==> src/rtl/core/cpm_pkg.sv <==
// Shared types and constants for the padded 2D convolution MAC core.
// No dependencies.
package cpm_pkg;

    typedef enum logic [1:0] {
        OP_LOAD_WEIGHT = 2'd0,
        OP_LOAD_BIAS   = 2'd1,
        OP_LOAD_SAMPLE = 2'd2,
        OP_COMPUTE     = 2'd3
    } op_t;

    localparam int BATCH_TAG_W = 4;
    localparam int OCH_TAG_W   = 6;
    localparam int ACC_W       = 40;
    localparam int PROD_W      = 32;
    localparam int DATA_W      = 16;

    typedef struct packed {
        logic                   first_elem;
        logic                   last_elem;
        logic                   last_run;
        logic                   in_image;
        logic [BATCH_TAG_W-1:0] batch;
        logic [OCH_TAG_W-1:0]   och;
    } mac_tag_t;

endpackage

==> src/rtl/core/cpm_mac_unit.sv <==
// Multiply and accumulate stage of the convolution core.
// Depends on cpm_pkg.
module cpm_mac_unit
    import cpm_pkg::*;
(
    input  logic                     aclk,
    input  logic                     aresetn,
    input  logic                     adv,
    input  logic                     in_valid,
    input  mac_tag_t                 in_tag,
    input  logic signed [DATA_W-1:0] weight,
    input  logic signed [DATA_W-1:0] sample,
    input  logic signed [DATA_W-1:0] bias,
    output logic                     res_valid,
    output mac_tag_t                 res_tag,
    output logic signed [ACC_W-1:0]  res_value
);

    logic                     p_valid_reg;
    mac_tag_t                 p_tag_reg;
    logic signed [PROD_W-1:0] prod_reg;
    logic signed [DATA_W-1:0] bias_p_reg;
    logic signed [ACC_W-1:0]  acc_reg;
    logic signed [ACC_W-1:0]  acc_next;
    logic signed [ACC_W-1:0]  acc_base;

    always_ff @(posedge aclk) begin
        if (!aresetn) begin
            p_valid_reg <= 1'b0;
        end else if (adv) begin
            p_valid_reg <= in_valid;
        end
    end

    always_ff @(posedge aclk) begin
        if (adv) begin
            p_tag_reg  <= in_tag;
            bias_p_reg <= bias;
            prod_reg   <= in_tag.in_image ? PROD_W'(weight * sample) : '0;
        end
    end

    assign acc_base = p_tag_reg.first_elem ? (ACC_W'(bias_p_reg) <<< 8) : acc_reg;
    assign acc_next = acc_base + ACC_W'(prod_reg);

    always_ff @(posedge aclk) begin
        if (adv && p_valid_reg) begin
            acc_reg <= acc_next;
        end
    end

    assign res_valid = p_valid_reg && p_tag_reg.last_elem;
    assign res_tag   = p_tag_reg;
    assign res_value = acc_next;

endmodule

==> config.mk <==
export PLATFORM = sky130hd
export DESIGN_NAME = cpm_mac_unit
export DESIGN_NICKNAME = d
export VERILOG_FILES = /design/src/rtl/core/cpm_pkg.sv /design/src/rtl/core/cpm_mac_unit.sv
export SDC_FILE = /design/constraint.sdc
export NUM_CORES = 1
export LEC_CHECK = 0
export CAP_MARGIN = 20
export CORE_MARGIN = 1.5
export CORE_UTILIZATION = 50
export CTS_BUF_LIST = sky130_fd_sc_hd__clkbuf_4 sky130_fd_sc_hd__clkbuf_8 sky130_fd_sc_hd__clkbuf_16
export CTS_CLUSTER_DIAMETER = 50
export DETAILED_ROUTE_END_ITERATION = 8
export DONT_BUFFER_PORTS = 1
export GPL_ROUTABILITY_DRIVEN = 0
export MAX_ROUTING_LAYER = met4
export PLACE_DENSITY = 0.66
export SLEW_MARGIN = 15
export SYNTH_ARGS = -nofsm -noshare
export SYNTH_HDL_FRONTEND = slang
export SYNTH_SLANG_ARGS = --single-unit
==> constraint.sdc <==
create_clock -name aclk -period 10.3 [get_ports aclk]
set_clock_uncertainty 0.2 [all_clocks]
set_input_delay 2.06 -clock aclk [delete_from_list [all_inputs] [get_ports aclk]]
set_output_delay 2.06 -clock aclk [all_outputs]
set_load 0.005 [all_outputs]
==> out/metrics.csv, run 1 <==
metric,value,unit
Ant. Diodes,0,
PnR worst setup slack,2.349,ns
initial antenna violation count,0,
metal2 WL,14.09,mm
Yosys Warn Count,0,
Worst-path clk slew,0.07,ns
dpl cell area,0.01563,mm²
slew margin rel.,0.3416,
Die Width,177.9,µm
Least-Margin Pin Slew,0.9876,ns
FP Rows,63,
# IOs,121,
final setup TNS,0,ns
layout cells sized above 1,0.02307,
area occupied by multi-input gates,0.01085,mm²
Mapped Cells,1542,
DRC viols,0,
largest net degree at the start of global routing,65,
Mapped Nets,1992,
Final ANT Viol Nets,0,
Synth cell types,53,
"Cell Area, Synth",0.01529,mm²
gr usage total,0.2289,
DPL Wire Length,26.85,mm
hold buffers post-CTS,0,
final period utilization,0.7719,
worst min path class,reg -> reg,
"Min Clock Period, post-route",7.951,ns
Nets,1962,
routed vias,10117,
CP Launch Type,input port,
status,"complete, no violations",
root buffer cell,clkbuf_16,
Area Overhead vs Synth,4.100,%
Fmax,125.8,MHz
first-pass GRT wire length,54.77,mm
endpoints failing hold,0,
Fill cells,2669,
RSZ-0062 raised after global routing,false,
Slew Limit Fails,0,
number of flops mapped to enable cells by yosys,102,
FF/Latch Area,0.003083,mm²
#FFs+latches synth,103,
metal3 WL,2.737,mm
global route total overflow,0,
"Top FF cell, synth",edfxtp_1,
fin area,0.01592,mm²
Starting Density,0.5117,
ys async rst share,0,
Final Setup Violations,0,
crit path kind,in -> reg,
Avg Synthesized Cell Area,9.915,µm²
max FFs per register,40,
WL met1,15.91,mm
worst-path maximum fanout,16,
clock sinks,103,
Place WS,1.977,ns
Post-CTS Setup Bufs,0,
drt first pass iters,6,
"Seq/Total Area, Yosys",0.2017,
CTS tree,done,
Die Area,0.03163,mm²
crit path DAT,7.83,ns
Die Y,177.9,µm
Inserted Clock Buffers,9,
DR WL/cell,17.34,µm
Placeable Area,0.02987,mm²
H-tree levels,3,
PortBufs,0,
max-cap violation count,0,
vias in the first global route,10838,
Setup crit end kind,register,
CP required,10.18,ns
drt total wl,33.07,mm
post-cts resize count,0,
vias per inst,5.305,
Max Used Layer,met4,
Iter 0 DRT Violations,527,
Clock Latency Late Sink,0.36,ns
CTS max path bufs,2,
metal layers:
metal  global-route usage  vias to the layer above
li1                     -                     4790
met1               0.3199                     4986
met2               0.3403                      313
met3              0.05591                       28
met4              0.04482                        0
met5                    -                        -
worst max-delay path, stage by stage:
cell     delay, ns
nand2_1       0.09
inv_1         0.09
fa_1          0.74
fa_1          0.51
fa_1          0.50
fa_1          0.51
fa_1          0.49
inv_1         0.05
fa_1          0.48
inv_1         0.04
ha_1          0.32
a21o_1        0.19
a21o_1        0.17
a21o_1        0.18
a221o_1       0.31
a22o_2        0.29
or4_1         0.41
a31oi_1       0.21
xor2_1        0.16
nor2_1        0.05
synthesized netlist by cell type, types with 2 or more instances:
cell | count | area [µm²]
nor3b_1 | 4 | 30.03
a21boi_0 | 2 | 15.01
fa_1 | 263 | 5265
and3_1 | 8 | 50.05
a211o_1 | 3 | 26.28
clkbuf_1 | 40 | 150.1
nor2b_1 | 12 | 75.07
a21o_1 | 39 | 292.8
inv_1 | 320 | 1201
buf_1 | 2 | 7.510
a311oi_1 | 2 | 17.52
and2_1 | 135 | 844.6
mux2_2 | 15 | 168.9
a221o_1 | 2 | 20.02
nand2b_1 | 13 | 81.33
nand2_1 | 138 | 518.0
xor2_1 | 18 | 157.7
o211ai_1 | 3 | 22.52
a211oi_1 | 7 | 52.55
o21ai_0 | 43 | 215.2
o21bai_1 | 10 | 75.07
nor4_1 | 4 | 25.02
xnor2_1 | 47 | 411.6
o21ai_1 | 2 | 10.01
a21oi_1 | 58 | 290.3
o21a_1 | 8 | 60.06
a31oi_1 | 5 | 31.28
nand4_1 | 6 | 37.54
nor3_1 | 11 | 55.05
and4_1 | 2 | 17.52
ha_1 | 121 | 1514
nand3_1 | 16 | 80.08
edfxtp_1 | 102 | 3063
or4_1 | 2 | 15.01
nor2_1 | 61 | 229.0
kinds of logic (layout without fill, tap and decap cells):
logic type | Yosys count | after routing | share of synthesized area
compound gates | 196 | 196 | 0.08061
mux | 16 | 16 | 0.01170
simple gates | 416 | 416 | 0.1365
flops | 103 | 103 | 0.2017
xor+xnor | 65 | 65 | 0.03724
fa+ha+maj | 384 | 384 | 0.4434
buf+inv | 362 | 337 | 0.08888
area by class of cell:
class	instances	area share
clock buffer	10	0.01502
clock inverter	6	0.003066
inverter	320	0.07547
multi-input combinational	1077	0.6816
sequential	103	0.1937
tap	390	0.03066
timing repair buffer	1	0.0004717
stage by stage:
step	util	hold slack, ns	instances
after floorplan	-	0.2883	1542
after global placement	0.5231	0.3198	1891
after detailed placement	0.5231	0.3591	1891
after CTS	0.5327	0.3772	1907
after global routing	0.5327	0.4018	1907
final	0.5327	0.3573	1907
worst paths after layout:
kind / start / to / slack (ns) / depth (start not counted)
max: sample[1] / prod_reg[28]$_SDFFCE_PN0P_ / 2.35 / 20
min: p_valid_reg$_SDFFE_PN0P_ / p_valid_reg$_SDFFE_PN0P_ / 0.36 / 2
max reg2reg: res_tag[13]$_DFFE_PP_ / acc_reg[36]$_DFFE_PP_ / 5.80 / 14
min reg2reg: p_valid_reg$_SDFFE_PN0P_ / p_valid_reg$_SDFFE_PN0P_ / 0.36 / 2
placed cells by master (no fill, tap or decap), drive strengths merged, types with 3 or more instances in the layout:
cell type,netlist,routed
and3,8,8
and2,135,135
a211o,3,3
nor2b,12,12
nand2,138,138
nor2,61,61
edfxtp,102,102
nand4,6,6
inv,320,325
a21o,39,39
nor3b,4,4
o21bai,10,10
fa,263,263
xor2,18,18
nor4,4,4
ha,121,121
nand3,16,16
a21oi,58,58
o21ai,45,45
nor3,11,11
mux2,15,15
nand2b,13,13
o211ai,3,3
xnor2,47,47
o21a,8,8
clkbuf,40,10
a211oi,7,7
a31oi,5,5
Power of run 1 is left out: the tool's default activity adds up to more than one toggle a clock period on the data nets, which glitch-free logic cannot reach.
==> inputs of run 2 (changes only) <==
PLACE_DENSITY = 0.69   (was 0.66)
clock period = 7 ns   (was 10.3 ns; I/O delays follow)
==> run 2 against run 1 <==
Effect of this change: non-clock buffer count up 44; clock-buffer cell count is 1 lower; critical path depth down 1; core utilization up 1.6 points; first-iteration DRC count decreased by 1.3%.
==> out/metrics.csv, run 2 (synthesized netlist as in run 1, its figures left out) <==
metric,value,unit,change
status,"complete, no violations",,
RSZ-0062 raised after global routing,true,,
Die Y,177.9,µm,unchanged
initial antenna violation count,0,,unchanged
Fmax,143.7,MHz,
crit path DAT,6.84,ns,-0.99 ns
max FFs per register,40,,unchanged
most common library cell in the layout ignoring fill and taps,inv_1,,
Hold Path Cell Cnt,2,,unchanged
worst min path class,reg -> reg,,
slew margin rel.,0.3409,,-0.0007000
drt first pass iters,7,,+1
Fill cells,2631,,-1.4%
Placeable Area,0.02987,mm²,unchanged
Iter 0 DRT Violations,520,,-1.3%
Final ANT Viol Nets,0,,unchanged
Starting Density,0.5117,,unchanged
DPL Wire Length,27.48,mm,+2.4%
worst r2r dst,acc_reg[36]$_DFFE_PP_,,
Die Area,0.03163,mm²,unchanged
drt total wl,33.34,mm,+0.81%
worst-path maximum fanout,16,,unchanged
routed vias,10203,,+0.85%
global route total overflow,0,,unchanged
Clock Latency Late Sink,0.35,ns,about the same
first-pass GRT wire length,55.52,mm,+1.4%
Final Setup Violations,0,,unchanged
Hold Crit Start,p_valid_reg$_SDFFE_PN0P_,,
PortBufs,0,,unchanged
Ant. Diodes,0,,unchanged
CTS tree,done,,
root buffer cell,clkbuf_16,,
DRC viols,0,,unchanged
final period utilization,0.9938,,
DR WL/cell,17.09,µm,-1.5%
crit path kind,in -> reg,,
"Min Clock Period, post-route",6.957,ns,
vias per inst,5.230,,-1.4%
layout cells sized above 1,0.06278,,+0.03971
Least-Margin Pin Slew,0.9887,ns,+0.001050 ns
CP required,6.88,ns,-3.30 ns
vias in the first global route,10999,,+1.5%
reg2reg path depth,12,,-2
endpoints failing hold,0,,unchanged
max-cap violation count,0,,unchanged
CTS max path bufs,2,,unchanged
Nets,2006,,+2.2%
hold-critical path endpoint,p_valid_reg$_SDFFE_PN0P_,,
CP Launch Type,input port,,
Area Overhead vs Synth,7.137,%,
most frequent cells in the layout,"inv_1 (316), fa_1 (256), nand2_1 (135)",,
H-tree levels,3,,unchanged
placed cell count,1934,,+2.3%
FP Rows,63,,unchanged
Layout Cells excl Fill,1951,,+2.3%
Slew Limit Fails,0,,unchanged
# IOs,121,,unchanged
Worst-path clk slew,0.07,ns,about the same
largest net degree at the start of global routing,65,,unchanged
Setup crit end kind,register,,
Inserted Clock Buffers,9,,unchanged
gr usage total,0.2294,,+0.0005814
clock sinks,103,,unchanged
FF-to-FF setup slack,2.65,ns,-3.15 ns
origin of the critical flop-to-flop path,res_tag[13]$_DFFE_PP_,,
Die Width,177.9,µm,unchanged
## run 2: changes by cell type in the layout (fill, tap and decap cells not counted), sizes merged
cell      previous run  this run
buf                  1        45
bufinv               0         3
clkbuf              10         9
clkinvlp             0         2
inv                325       321
## run 2: per-stage QoR
step                      hold slack, ns  utilization  cell area [µm²]  worst slack [ns]  TNS, ns
after floorplan                   0.2883            -            15370           -0.2394  -0.2439
after global placement            0.3139       0.5352            15990           -0.2781  -0.6411
after detailed placement          0.3765       0.5352            15990           -0.3593   -1.297
after CTS                         0.3969       0.5467            16330           0.01261        0
after global routing              0.4062       0.5483            16380           -0.1294  -0.1294
final                             0.3806       0.5483            16380           0.04317        0
## run 2: what timing repair did
action,CTS,global route
setup buffers,0,1
hold buffers,0,0
resized for setup,0,14
setup endpoints to repair,0,4
## run 2: how the worst max path moves through the flow
stage / startpoint / endpoint / slack [ns]
finish: weight[6] / prod_reg[28]$_SDFFCE_PN0P_ / 0.04
global route: weight[6] / prod_reg[28]$_SDFFCE_PN0P_ / -0.13
CTS: sample[4] / prod_reg[28]$_SDFFCE_PN0P_ / 0.01
detailed placement: sample[4] / prod_reg[28]$_SDFFCE_PN0P_ / -0.36
global placement: sample[4] / prod_reg[28]$_SDFFCE_PN0P_ / -0.28
floorplan: sample[2] / prod_reg[28]$_SDFFCE_PN0P_ / -0.24
## run 2: area by class of cell
type                    instances  area (µm²)  share of cell area
well taps                     390       488.0             0.02979
clock inverters                 7       118.9            0.007257
inverters                     320        1205             0.07356
flip-flops and latches        103        3083              0.1882
multi-input cells            1077       10920              0.6668
clock buffers                   9       225.2             0.01375
repair buffers                 45       337.8             0.02062
## run 2: layer usage
metal  part of all wire  global-route usage  routed length, µm  vias to the layer above
met5                  0                   -                  0                        -
met4             0.0077             0.03641                257                        0
met3              0.076             0.04284               2532                       20
met2               0.44              0.3557              14690                      329
met1               0.48              0.3201              15860                     4988
li1                   -                   -                  -                     4866
## run 2: critical path, cell delays in order
cell and delay [ns]:
and2_1 0.16, fa_1 0.55, fa_1 0.44, fa_1 0.54, fa_1 0.51, fa_1 0.49, inv_1 0.05, fa_1 0.49
inv_2 0.05, ha_4 0.21, a21o_1 0.17, a21o_1 0.18, a21o_1 0.19, a221o_1 0.34, a22o_2 0.25, or4_1 0.40
a31oi_1 0.21, xor2_1 0.16, nor2_1 0.05
Power of run 2 is left out for the same reason.
